===== src/design/u8d_pkg.sv =====
package u8d_pkg;

    // Most results one input byte can cause: lead, two held continuations, current byte
    localparam int MAX_RES = 4;

    // Open-sequence length; zero means no sequence open
    localparam logic [2:0] EXP_IDLE  = 3'd0;
    localparam logic [2:0] EXP_TWO   = 3'd2;
    localparam logic [2:0] EXP_THREE = 3'd3;
    localparam logic [2:0] EXP_FOUR  = 3'd4;

    // Length reported on a single-byte result
    localparam logic [2:0] LEN_ONE = 3'd1;

    // One decoded result
    typedef struct packed {
        logic [20:0] code_point;
        logic [2:0]  seq_length;
        logic        is_valid;
    } t_result;

    // All results caused by one input byte; slot 0 goes out first
    typedef struct packed {
        logic [2:0]                count;
        t_result [MAX_RES-1:0]     res;
    } t_bundle;

endpackage


===== src/design/u8d_front.sv =====
module u8d_front
    import u8d_pkg::*;
(
    input  logic       i_clk,
    input  logic       i_rst_n,
    input  logic       i_in_valid,
    output logic       o_in_stall,
    input  logic [7:0] i_in_byte,
    input  logic       i_q_full,
    output logic       o_push,
    output t_bundle    o_bundle
);

    logic       r_lead;
    logic [7:0] r_lead_byte;
    logic [2:0] r_exp;
    logic [1:0] r_rcv;
    logic [5:0] r_pay [2];

    logic [7:0] n_lead_byte;
    logic [2:0] n_exp;
    logic [1:0] n_rcv;

    logic       accept;
    logic       pay_we;
    t_result    idle_res;
    logic       idle_has;
    logic [2:0] idle_exp;
    logic [20:0] code;
    t_bundle    bundle;

    assign accept     = i_in_valid && !i_q_full;
    assign o_in_stall = i_q_full;

    // Classify the byte as if no sequence were open
    always_comb begin
        idle_has            = 1'b1;
        idle_exp            = EXP_IDLE;
        idle_res.code_point = {13'd0, i_in_byte};
        idle_res.seq_length = LEN_ONE;
        idle_res.is_valid   = 1'b1;
        if (!i_in_byte[7]) begin
            idle_res.is_valid = 1'b1;
        end else if (i_in_byte[7:5] == 3'b110) begin
            idle_has = 1'b0;
            idle_exp = EXP_TWO;
        end else if (i_in_byte[7:4] == 4'b1110) begin
            idle_has = 1'b0;
            idle_exp = EXP_THREE;
        end else if (i_in_byte[7:3] == 5'b11110) begin
            idle_has = 1'b0;
            idle_exp = EXP_FOUR;
        end else begin
            idle_res.is_valid = 1'b0;
        end
    end

    // Assemble the code point on the final continuation
    always_comb begin
        unique case (r_exp)
            EXP_TWO:   code = {10'd0, r_lead_byte[4:0], i_in_byte[5:0]};
            EXP_THREE: code = {5'd0, r_lead_byte[3:0], r_pay[0], i_in_byte[5:0]};
            default:   code = {r_lead_byte[2:0], r_pay[0], r_pay[1], i_in_byte[5:0]};
        endcase
    end

    // Results for this byte and next sequence state
    always_comb begin
        bundle      = '0;
        n_lead_byte = r_lead_byte;
        n_exp       = r_exp;
        n_rcv       = r_rcv;
        pay_we      = 1'b0;
        if (r_exp == EXP_IDLE) begin
            bundle.count  = {2'b00, idle_has};
            bundle.res[0] = idle_res;
            if (!idle_has) begin
                n_lead_byte = i_in_byte;
                n_exp       = idle_exp;
                n_rcv       = 2'd0;
            end
        end else if (i_in_byte[7:6] == 2'b10) begin
            if (({1'b0, r_rcv} + 3'd2) >= r_exp) begin
                bundle.count                = 3'd1;
                bundle.res[0].code_point    = code;
                bundle.res[0].seq_length    = r_exp;
                bundle.res[0].is_valid      = 1'b1;
                n_exp                       = EXP_IDLE;
                n_rcv                       = 2'd0;
            end else begin
                pay_we = 1'b1;
                n_rcv  = r_rcv + 2'd1;
            end
        end else begin
            // Broken sequence: flush lead and held continuations as errors, then classify the byte afresh
            bundle.res[0].code_point = {13'd0, r_lead_byte};
            bundle.res[0].seq_length = LEN_ONE;
            bundle.res[0].is_valid   = 1'b0;
            bundle.res[1].code_point = {13'd0, 2'b10, r_pay[0]};
            bundle.res[1].seq_length = LEN_ONE;
            bundle.res[1].is_valid   = 1'b0;
            bundle.res[2].code_point = {13'd0, 2'b10, r_pay[1]};
            bundle.res[2].seq_length = LEN_ONE;
            bundle.res[2].is_valid   = 1'b0;
            bundle.res[r_rcv + 2'd1] = idle_res;
            bundle.count = 3'd1 + {1'b0, r_rcv} + {2'b00, idle_has};
            n_rcv        = 2'd0;
            if (idle_has) begin
                n_exp = EXP_IDLE;
            end else begin
                n_lead_byte = i_in_byte;
                n_exp       = idle_exp;
            end
        end
    end

    assign o_push   = accept && (bundle.count != 3'd0);
    assign o_bundle = bundle;

    // Sequence state
    always_ff @(posedge i_clk) begin
        if (!i_rst_n) begin
            r_lead_byte <= 8'd0;
            r_exp       <= EXP_IDLE;
            r_rcv       <= 2'd0;
        end else if (accept) begin
            r_lead_byte <= n_lead_byte;
            r_exp       <= n_exp;
            r_rcv       <= n_rcv;
        end
    end

    // Held continuation payloads
    always_ff @(posedge i_clk) begin
        if (accept && pay_we) begin
            r_pay[r_rcv[0]] <= i_in_byte[5:0];
        end
    end

    // Sequence open flag, used by checks
    always_ff @(posedge i_clk) begin
        if (!i_rst_n) begin
            r_lead <= 1'b0;
        end else if (accept) begin
            r_lead <= (n_exp != EXP_IDLE);
        end
    end

`ifndef SYNTH
    a_push_count: assert property (@(posedge i_clk) disable iff (!i_rst_n)
        o_push |-> (o_bundle.count >= 3'd1 && o_bundle.count <= 3'd4))
        else $error("bundle count out of range");
    a_open_flag: assert property (@(posedge i_clk) disable iff (!i_rst_n)
        r_lead == (r_exp != EXP_IDLE))
        else $error("open flag disagrees with expected length");
`endif

endmodule


===== src/design/u8d_queue.sv =====
module u8d_queue
    import u8d_pkg::*;
#(
    parameter int DEPTH = 2
) (
    input  logic    i_clk,
    input  logic    i_rst_n,
    input  logic    i_push,
    input  t_bundle i_push_data,
    output logic    o_full,
    input  logic    i_pop,
    output t_bundle o_head,
    output logic    o_empty
);

    localparam int PTR_W = $clog2(DEPTH);
    localparam int CNT_W = $clog2(DEPTH + 1);

    t_bundle            r_mem [DEPTH];
    logic [PTR_W-1:0]   r_wr_ptr;
    logic [PTR_W-1:0]   r_rd_ptr;
    logic [CNT_W-1:0]   r_count;

    assign o_full  = (r_count == CNT_W'(DEPTH));
    assign o_empty = (r_count == '0);
    assign o_head  = r_mem[r_rd_ptr];

    // Storage
    always_ff @(posedge i_clk) begin
        if (i_push) begin
            r_mem[r_wr_ptr] <= i_push_data;
        end
    end

    // Pointers and fill count
    always_ff @(posedge i_clk) begin
        if (!i_rst_n) begin
            r_wr_ptr <= '0;
            r_rd_ptr <= '0;
            r_count  <= '0;
        end else begin
            if (i_push) begin
                r_wr_ptr <= (r_wr_ptr == PTR_W'(DEPTH - 1)) ? '0 : r_wr_ptr + 1'b1;
            end
            if (i_pop) begin
                r_rd_ptr <= (r_rd_ptr == PTR_W'(DEPTH - 1)) ? '0 : r_rd_ptr + 1'b1;
            end
            if (i_push && !i_pop) begin
                r_count <= r_count + 1'b1;
            end else if (!i_push && i_pop) begin
                r_count <= r_count - 1'b1;
            end
        end
    end

`ifndef SYNTH
    a_no_overflow: assert property (@(posedge i_clk) disable iff (!i_rst_n)
        !(i_push && o_full))
        else $error("push into full queue");
    a_no_underflow: assert property (@(posedge i_clk) disable iff (!i_rst_n)
        !(i_pop && o_empty))
        else $error("pop from empty queue");
`endif

endmodule


===== src/design/u8d_back.sv =====
module u8d_back
    import u8d_pkg::*;
(
    input  logic        i_clk,
    input  logic        i_rst_n,
    input  t_bundle     i_head,
    input  logic        i_empty,
    output logic        o_pop,
    output logic        o_out_valid,
    input  logic        i_out_stall,
    output logic [20:0] o_code_point,
    output logic [2:0]  o_seq_length,
    output logic        o_is_valid,
    output logic        o_last_of_run
);

    logic [1:0]  r_sub;
    logic        r_valid;
    logic [20:0] r_code_point;
    logic [2:0]  r_seq_length;
    logic        r_is_valid;
    logic        r_last;

    logic        load;
    logic        take;
    logic        is_last;
    t_result     cur;

    assign load    = !r_valid || !i_out_stall;
    assign take    = load && !i_empty;
    assign cur     = i_head.res[r_sub];
    assign is_last = ({1'b0, r_sub} == (i_head.count - 3'd1));
    assign o_pop   = take && is_last;

    // Walk the slots of the head bundle, one result per cycle while the output is not stalled
    always_ff @(posedge i_clk) begin
        if (!i_rst_n) begin
            r_sub <= 2'd0;
        end else if (take) begin
            r_sub <= is_last ? 2'd0 : r_sub + 2'd1;
        end
    end

    // Output register
    always_ff @(posedge i_clk) begin
        if (!i_rst_n) begin
            r_valid <= 1'b0;
        end else if (load) begin
            r_valid <= !i_empty;
        end
    end

    always_ff @(posedge i_clk) begin
        if (take) begin
            r_code_point <= cur.code_point;
            r_seq_length <= cur.seq_length;
            r_is_valid   <= cur.is_valid;
            r_last       <= is_last;
        end
    end

    assign o_out_valid   = r_valid;
    assign o_code_point  = r_code_point;
    assign o_seq_length  = r_seq_length;
    assign o_is_valid    = r_is_valid;
    assign o_last_of_run = r_last;

`ifndef SYNTH
    a_mid_bundle: assert property (@(posedge i_clk) disable iff (!i_rst_n)
        (r_sub != 2'd0) |-> !i_empty)
        else $error("slot walk active with no bundle queued");
`endif

endmodule


===== src/design/utf8_stream_decoder.sv =====
// Channel   Valid         Stall         Payload
// input     i_in_valid    o_in_stall    i_in_byte
// output    o_out_valid   i_out_stall   o_code_point, o_seq_length, o_is_valid, o_last_of_run
//
// One byte accepted per cycle unless the queue is full; a result passes through the queue and
// the output register. A byte that breaks a sequence yields up to four results, sent one per
// cycle from the output stage unless it is stalled; the queue of QUEUE_DEPTH bundles absorbs
// them, input stalls when it fills. Synchronous active-low reset returns to idle with queue
// and output empty. Output is registered; input stall depends only on queue fill.
module utf8_stream_decoder
    import u8d_pkg::*;
#(
    parameter int QUEUE_DEPTH = 2
) (
    input  logic        i_clk,
    input  logic        i_rst_n,
    input  logic        i_in_valid,
    output logic        o_in_stall,
    input  logic [7:0]  i_in_byte,
    output logic        o_out_valid,
    input  logic        i_out_stall,
    output logic [20:0] o_code_point,
    output logic [2:0]  o_seq_length,
    output logic        o_is_valid,
    output logic        o_last_of_run
);

    logic    q_full;
    logic    q_empty;
    logic    q_push;
    logic    q_pop;
    t_bundle push_bundle;
    t_bundle head_bundle;

    u8d_front u_front (
        .i_clk      (i_clk),
        .i_rst_n    (i_rst_n),
        .i_in_valid (i_in_valid),
        .o_in_stall (o_in_stall),
        .i_in_byte  (i_in_byte),
        .i_q_full   (q_full),
        .o_push     (q_push),
        .o_bundle   (push_bundle)
    );

    u8d_queue #(
        .DEPTH (QUEUE_DEPTH)
    ) u_queue (
        .i_clk       (i_clk),
        .i_rst_n     (i_rst_n),
        .i_push      (q_push),
        .i_push_data (push_bundle),
        .o_full      (q_full),
        .i_pop       (q_pop),
        .o_head      (head_bundle),
        .o_empty     (q_empty)
    );

    u8d_back u_back (
        .i_clk         (i_clk),
        .i_rst_n       (i_rst_n),
        .i_head        (head_bundle),
        .i_empty       (q_empty),
        .o_pop         (q_pop),
        .o_out_valid   (o_out_valid),
        .i_out_stall   (i_out_stall),
        .o_code_point  (o_code_point),
        .o_seq_length  (o_seq_length),
        .o_is_valid    (o_is_valid),
        .o_last_of_run (o_last_of_run)
    );

endmodule


===== config.mk =====
export PLATFORM = sky130hd
export DESIGN_NAME = utf8_stream_decoder
export DESIGN_NICKNAME = d
export VERILOG_FILES = /design/src/design/u8d_pkg.sv /design/src/design/u8d_front.sv /design/src/design/u8d_queue.sv /design/src/design/u8d_back.sv /design/src/design/utf8_stream_decoder.sv
export SDC_FILE = /design/constraint.sdc
export NUM_CORES = 1
export LEC_CHECK = 0
export BUFFER_PORTS_ARGS = -buffer_cell sky130_fd_sc_hd__buf_2
export CAP_MARGIN = 20
export CORE_MARGIN = 3
export CORE_UTILIZATION = 65
export CTS_BUF_LIST = sky130_fd_sc_hd__clkbuf_4 sky130_fd_sc_hd__clkbuf_8 sky130_fd_sc_hd__clkbuf_16
export CTS_CLUSTER_DIAMETER = 100
export DETAILED_ROUTE_END_ITERATION = 10
export PLACE_DENSITY = 0.93
export SLEW_MARGIN = 30
export SYNTH_ARGS = -nofsm -noshare
export SYNTH_HDL_FRONTEND = slang
export SYNTH_SLANG_ARGS = --single-unit
export TNS_END_PERCENT = 50

===== constraint.sdc =====
create_clock -name i_clk -period 11.05 [get_ports i_clk]
set_clock_uncertainty 0.1 [all_clocks]
set_input_delay 1.6575 -clock i_clk [delete_from_list [all_inputs] [get_ports i_clk]]
set_output_delay 1.6575 -clock i_clk [all_outputs]
set_load 0.02 [all_outputs]

* Yosys cells after proc, flatten, opt, wreduce, memory -nomap -nowiden
Memories as Yosys holds them, arrays and structs flattened. A register that Yosys moved wholly into a read port is not among the register bits.
Cells that the tools add are included.
** Cells by class
- $add $sub $neg :: 10
- Magnitude comparators :: 4
- Eq/ne operators :: 11
- Muxes and demuxes :: 52
- Reduce and logical (&&, ||, !) cells :: 22
** Operator list (number)
- $mux W75 :: 2
- $mux W25 :: 5
- $bwmux W100 :: 1
- $bmux W25 S2 :: 1
- $demux W25 S2 :: 1
- $pmux W21 S2 :: 1
- $mux W3 :: 11
- $mux W8 :: 3
- $mux W1 :: 20
- $mux W2 :: 7
- $logic_and A1 B1 Y1 :: 8
- $add A2 B1 Y2 const B :: 3
- $eq A3 B2 Y1 const B :: 2
- $logic_not A1 Y1 :: 6
- $lt A2 B3 Y1 const B :: 2
- $eq A5 B5 Y1 const B :: 1
- $eq A2 B2 Y1 const B :: 2
- $eq A4 B4 Y1 const B :: 1
- $reduce_and A2 Y1 :: 2
- $add A1 B2 Y3 const A :: 1
- $add A2 B2 Y3 const B :: 1
- $add A3 B1 Y3 :: 1
- $eq A2 B3 Y1 :: 1
- $eq A3 B3 Y1 const B :: 1
- other kinds (14) :: 15
** Storage, ports and cells
- Bits in registers :: 46
- Memory bits (writable) :: 218
- Word-level logic and storage cells :: 113
- Memories kept :: 2
** Memories
- u_queue.r_mem :: words 2, width 103, rd ports 1, clocked after memory_dff 1, write ports 1, line u8d_queue.sv:19 : t_bundle r_mem [DEPTH];
- u_front.r_pay :: words 2, width 6, rd ports 2, clocked after memory_dff 0, write ports 1, line u8d_front.sv:18 : logic [5:0] r_pay [2];

* Depth between registers and ports, before layout
- Depth in word-level cells :: 14
- Depth in mapped cells :: 14
- Mapped depth without buffers :: 13

* By module
From an unflattened synthesis, not the netlist that was laid out.
** Unflattened totals
- Cells, all modules :: 698
- Area, all modules :: 11626.2 µm²
** Modules (own cells, without submodules)
- u8d_queue :: times used 1, cells an instance 342, area an instance 7663.6 µm², seq. area each 6286.0 µm²
- u8d_front :: times used 1, cells an instance 278, area an instance 2377.3 µm², seq. area each 620.6 µm²
- u8d_back :: times used 1, cells an instance 78, area an instance 1585.3 µm², seq. area each 840.8 µm²

* Least setup slack after synthesis
No wires, ideal clock.
- Path kind :: input -> register
- From :: in i_in_byte[4]
- To :: mem u_queue.r_mem[0][0] (netlist name) (enable)
- Data arrival time :: 5.710 ns
- Required time :: 10.459 ns
- Path slack :: 4.750 ns
- Cell stages on the path :: 10
- Buffers on the path :: 1
- Cell sequence :: clkbuf_1 > nand3_1 > nand3_1 > inv_1 > ha_1 > inv_1 > ha_1 > o211ai_1 > a21o_4 > a21oi_1
** On the way
- Longest elaborated chain between the ends :: 12
- Elaborated cells between the ends (all ways) :: 13
- Classes of those cells :: 1 x add/sub; 2 x eq/ne; 8 x mux; 2 x reduce/logical
** Ends and longest elaborated chain
- from (decl) :: line utf8_stream_decoder.sv:19 : input logic [7:0] i_in_byte,
- $eq A5 B5 Y1 :: line u8d_front.sv:50 : end else if (i_in_byte[7:3] == 5'b11110) begin
- $mux W1 :: line u8d_front.sv:50
- $mux W1 (*) :: line u8d_front.sv:47 : end else if (i_in_byte[7:4] == 4'b1110) begin
- $mux W1 (*) :: line u8d_front.sv:44 : end else if (i_in_byte[7:5] == 3'b110) begin
- $mux W1 (*) :: line u8d_front.sv:42 : if (!i_in_byte[7]) begin
- $add A3 B1 Y3 :: line u8d_front.sv:106 : bundle.count = 3'd1 + {1'b0, r_rcv} + {2'b00, idle_has};
- $mux W3 :: line u8d_front.sv:82 : end else if (i_in_byte[7:6] == 2'b10) begin
- $mux W3 (*) :: line u8d_front.sv:74 : if (r_exp == EXP_IDLE) begin
- $reduce_bool A3 Y1 (*) :: line u8d_front.sv:117 : assign o_push = accept && (bundle.count != 3'd0);
- $logic_and A1 B1 Y1 (*) :: line u8d_front.sv:117
- $mux W1 (*) :: line u8d_queue.sv:30 : if (i_push) begin
- $mux W1 (implied by the code) (*) :: line u8d_queue.sv:31 : r_mem[r_wr_ptr] <= i_push_data;
- to (decl) :: line u8d_queue.sv:19
Mark *: on every way between the ends. The rest lies on a longest branch, timed or not.

* Worst setup path in the final report
- From :: in i_in_byte[4]
- To :: mem u_queue.r_mem[1][12] (netlist name) (enable)
The elaborated chain is that of the path after synthesis.

==> qor.csv <==
stage;metric;value;unit
yosys;count leader, synth;edfxtp_1;
detailed_routing;total number of vias;4509;
detailed_routing;residual DRC count;0;
floorplan;Core ar.;11000;um2
setup_path;critical path endpoint category;flip-flop;
clocking;Sink Count;173;
yosys;top cell type's share of synthesized area;0.616;
yosys;biggest area consumer among synthesized cells;edfxtp_1;
timing;fin worst setup slack;6990;ps
setup_path;CP top delay family;buffers and inverters;
setup_path;Worst EP required;11000;ps
yosys;EDFF count, synth;152;
timing;Relative slew margins;0.457;
floorplan;Die Ht;113;um
placement;Placed Area;7740;um2
placement;Inst Count DP;662;
run_status;status;complete, no violations;
clocking;clk root buf;clkbuf_16;
hold_path;Worst Hold Class;flip-flop to flip-flop;
layout;Cell Count, Final, Fillers Out;694;
grt;antenna violations before repair;0;
setup_path;CP Class;primary input to flip-flop;
placement;hpwl dp;9.86;mm
grt;largest net degree at the start of global routing;58;
clocking;maximum buffer depth of the clock tree;2;
floorplan;num ports;40;
timing;TNS Setup;0;ps
setup_path;CP Launch Type;primary input;
detailed_routing;DR pass1 iterations;7;
yosys;Synth Register Bits;173;
layout;FILL cells;565;
timing;final slew viol count;0;
yosys;most area-consuming cells after synthesis;edfxtp_1 62%, mux4_2 6.1%, dfxtp_1 5.7%;
timing;slew of the pin with the lowest slew margin;809;ps
placement;DP Worst Slack;6690;ps
power_and_ir_drop;Static Leak;0.00293;uW
placement;number of port buffers;39;
clocking;clock slew at reported path FFs;60;ps
yosys;Synth Cell Area;7400;um2
floorplan;initial cell density of the core;0.674;
power_and_ir_drop;PwrDens;235;nW/um2
detailed_routing;number of DRC markers in iteration 0;706;
timing;Hold Vio Cnt, Final;0;
setup_path;CP bufs+invs;4;
yosys;Mapped Nets;530;
power_and_ir_drop;peak supply drop;0.161;mV
yosys;ys async rst share;0;
layout;design area;8290;um2
detailed_routing;routed wire length;15.8;mm
clocking;Hold-fix buffers, CTS;0;
timing;fin crit share;0.367;
yosys;Post-Synthesis Cells;506;
layout;# diodes;0;
timing;Max Clk Rate;247;MHz
detailed_routing;antenna-violating nets left;0;
grt;vias in the first global route;4447;
setup_path;worst stage delay on the critical path;620;ps
placement;gp weighted congestion;0.954;
floorplan;Die W;113;um
layout;share of cells above drive strength 1;0.191;
yosys;count of different cell masters after synthesis;48;
yosys;Synth Area per Inst;14.6;um2
power_and_ir_drop;Total Power;1950;uW
grt;global-route wire length before repair;25.0;mm
clocking;Worst-Skew Late Latency;430;ps
clocking;CTS buffer count;17;
detailed_routing;DR vias/cell;6.50;
grt;Global Route Usage Sum;0.262;
detailed_routing;wire length per cell;22.8;um
setup_path;WP data arrival;4010;ps
floorplan;die area;12700;um2
floorplan;FP Rows;38;
setup_path;CP Cell Sequence;buf_2 > nand3_1 > nand3_1 > inv_1 > ha_1 > inv_1 > ha_1 > o211ai_1 > a21o_4 > a21boi_4 > buf_4;
layout;Area Overhead vs Synth;11.9;%
clocking;post-CTS sizing;0;
timing;Final setup viols;0;
clocking;CTS H-tree lvls;4;
setup_path;Slowest cell on crit path;buf_4;
grt;total gr overflow;0;
yosys;register area share after synthesis;0.673;
clocking;TritonCTS clock tree;yes;
yosys;ys flop type;edfxtp_1;
layout;number of nets in the layout;565;
timing;fin crit period;4060;ps
yosys;Synth Warn #;0;
timing;RSZ-0062 raised after global routing;false;
run;Max-cap violations;0;
setup_path;peak fanout along the critical path;57;
yosys;most frequent cells after synthesis;152 x edfxtp_1, 56 x nand2_1, 41 x mux2i_1;
clocking;# Post-CTS Setup Buffers;0;
-- worst register-to-register path, stage by stage, from the launching register on --
cell	delay [ps]
dfxtp_1	500
inv_1	180
ha_1	310
nand2_1	40
o21ai_1	630
o2111ai_1	430
a21oi_4	250
buf_4	640
-- final timing paths --
check,from,end,slack (ps),cells past startpoint
setup / recovery,i_in_byte[4],u_queue.r_mem[1][12]$_DFFE_PP_,6990,11
hold / removal,u_queue.r_rd_ptr$_SDFFE_PN0P_,flip-flop,380,2
setup reg to reg,u_front.r_exp[1]$_SDFFE_PN0P_,u_queue.r_mem[0][24]$_DFFE_PP_,7550,7
hold reg to reg,u_queue.r_rd_ptr$_SDFFE_PN0P_,flip-flop,380,2
-- cells by family after synthesis --
logic type / Yosys count / share of synthesized area
AO/OA/AOI/OAI: 58 / 0.0581
XOR/XNOR: 5 / 0.00591
adder cells (fa/ha/maj): 12 / 0.0203
buffers and inverters: 39 / 0.0225
flip-flops: 173 / 0.673
multiplexers: 61 / 0.116
AND/OR/NAND/NOR: 158 / 0.104
-- registers in the layout (all words and copies together), names as in the netlist, named ones only --
register	flops
u_back.o_out_valid	1
u_front.r_rcv	2
u_back.o_code_point	21
u_back.o_last_of_run	1
u_back.o_seq_length	3
u_front.r_pay	12
u_front.r_exp	3
u_queue.r_wr_ptr	1
u_queue.r_rd_ptr	1
u_back.r_sub	2
u_front.r_lead_byte	8
u_queue.r_mem	114
u_queue.r_count	2
u_back.o_is_valid	1
-- layout make-up --
| type | instances | area (um2) | share of cell area |
|---|---|---|---|
| Clock buffer | 17 | 425 | 0.0513 |
| Multi-Input combinational cell | 294 | 2290 | 0.276 |
| Clock inverter | 15 | 123 | 0.0148 |
| Timing Repair Buffer | 43 | 245 | 0.0296 |
| Sequential cell | 173 | 4990 | 0.602 |
| Tap cell | 140 | 175 | 0.0211 |
| Inverter | 12 | 45.0 | 0.00543 |
-- where the power goes --
group          switching [uW]  internal [uW]
Combinational             286            183
Clock                     249            309
Sequential               53.6            867
Total                     588           1360
-- placed cells by master, fill, tap and decap left out, drive strengths merged, types with 14 or more instances in the layout --
master / count
edfxtp: 152
nand2: 56
buf: 43
mux2i: 41
nor2: 26
nor2b: 25
dfxtp: 21
mux4: 20
clkbuf: 17
a21oi: 15
and2: 14
-- routing by layer --
metal	global-route usage	share of wire
met4	0.0849	0.029
met5	0	0
met3	0.0620	0.099
met2	0.418	0.50
met1	0.363	0.38
-- metrics by stage --
step	utilization	hold slack, ps
finish	0.755	382
global route	0.755	428
CTS	0.755	384
detailed placement	0.705	373
global placement	0.701	362
floorplan	-	341
(Power assumes the default switching activity.)
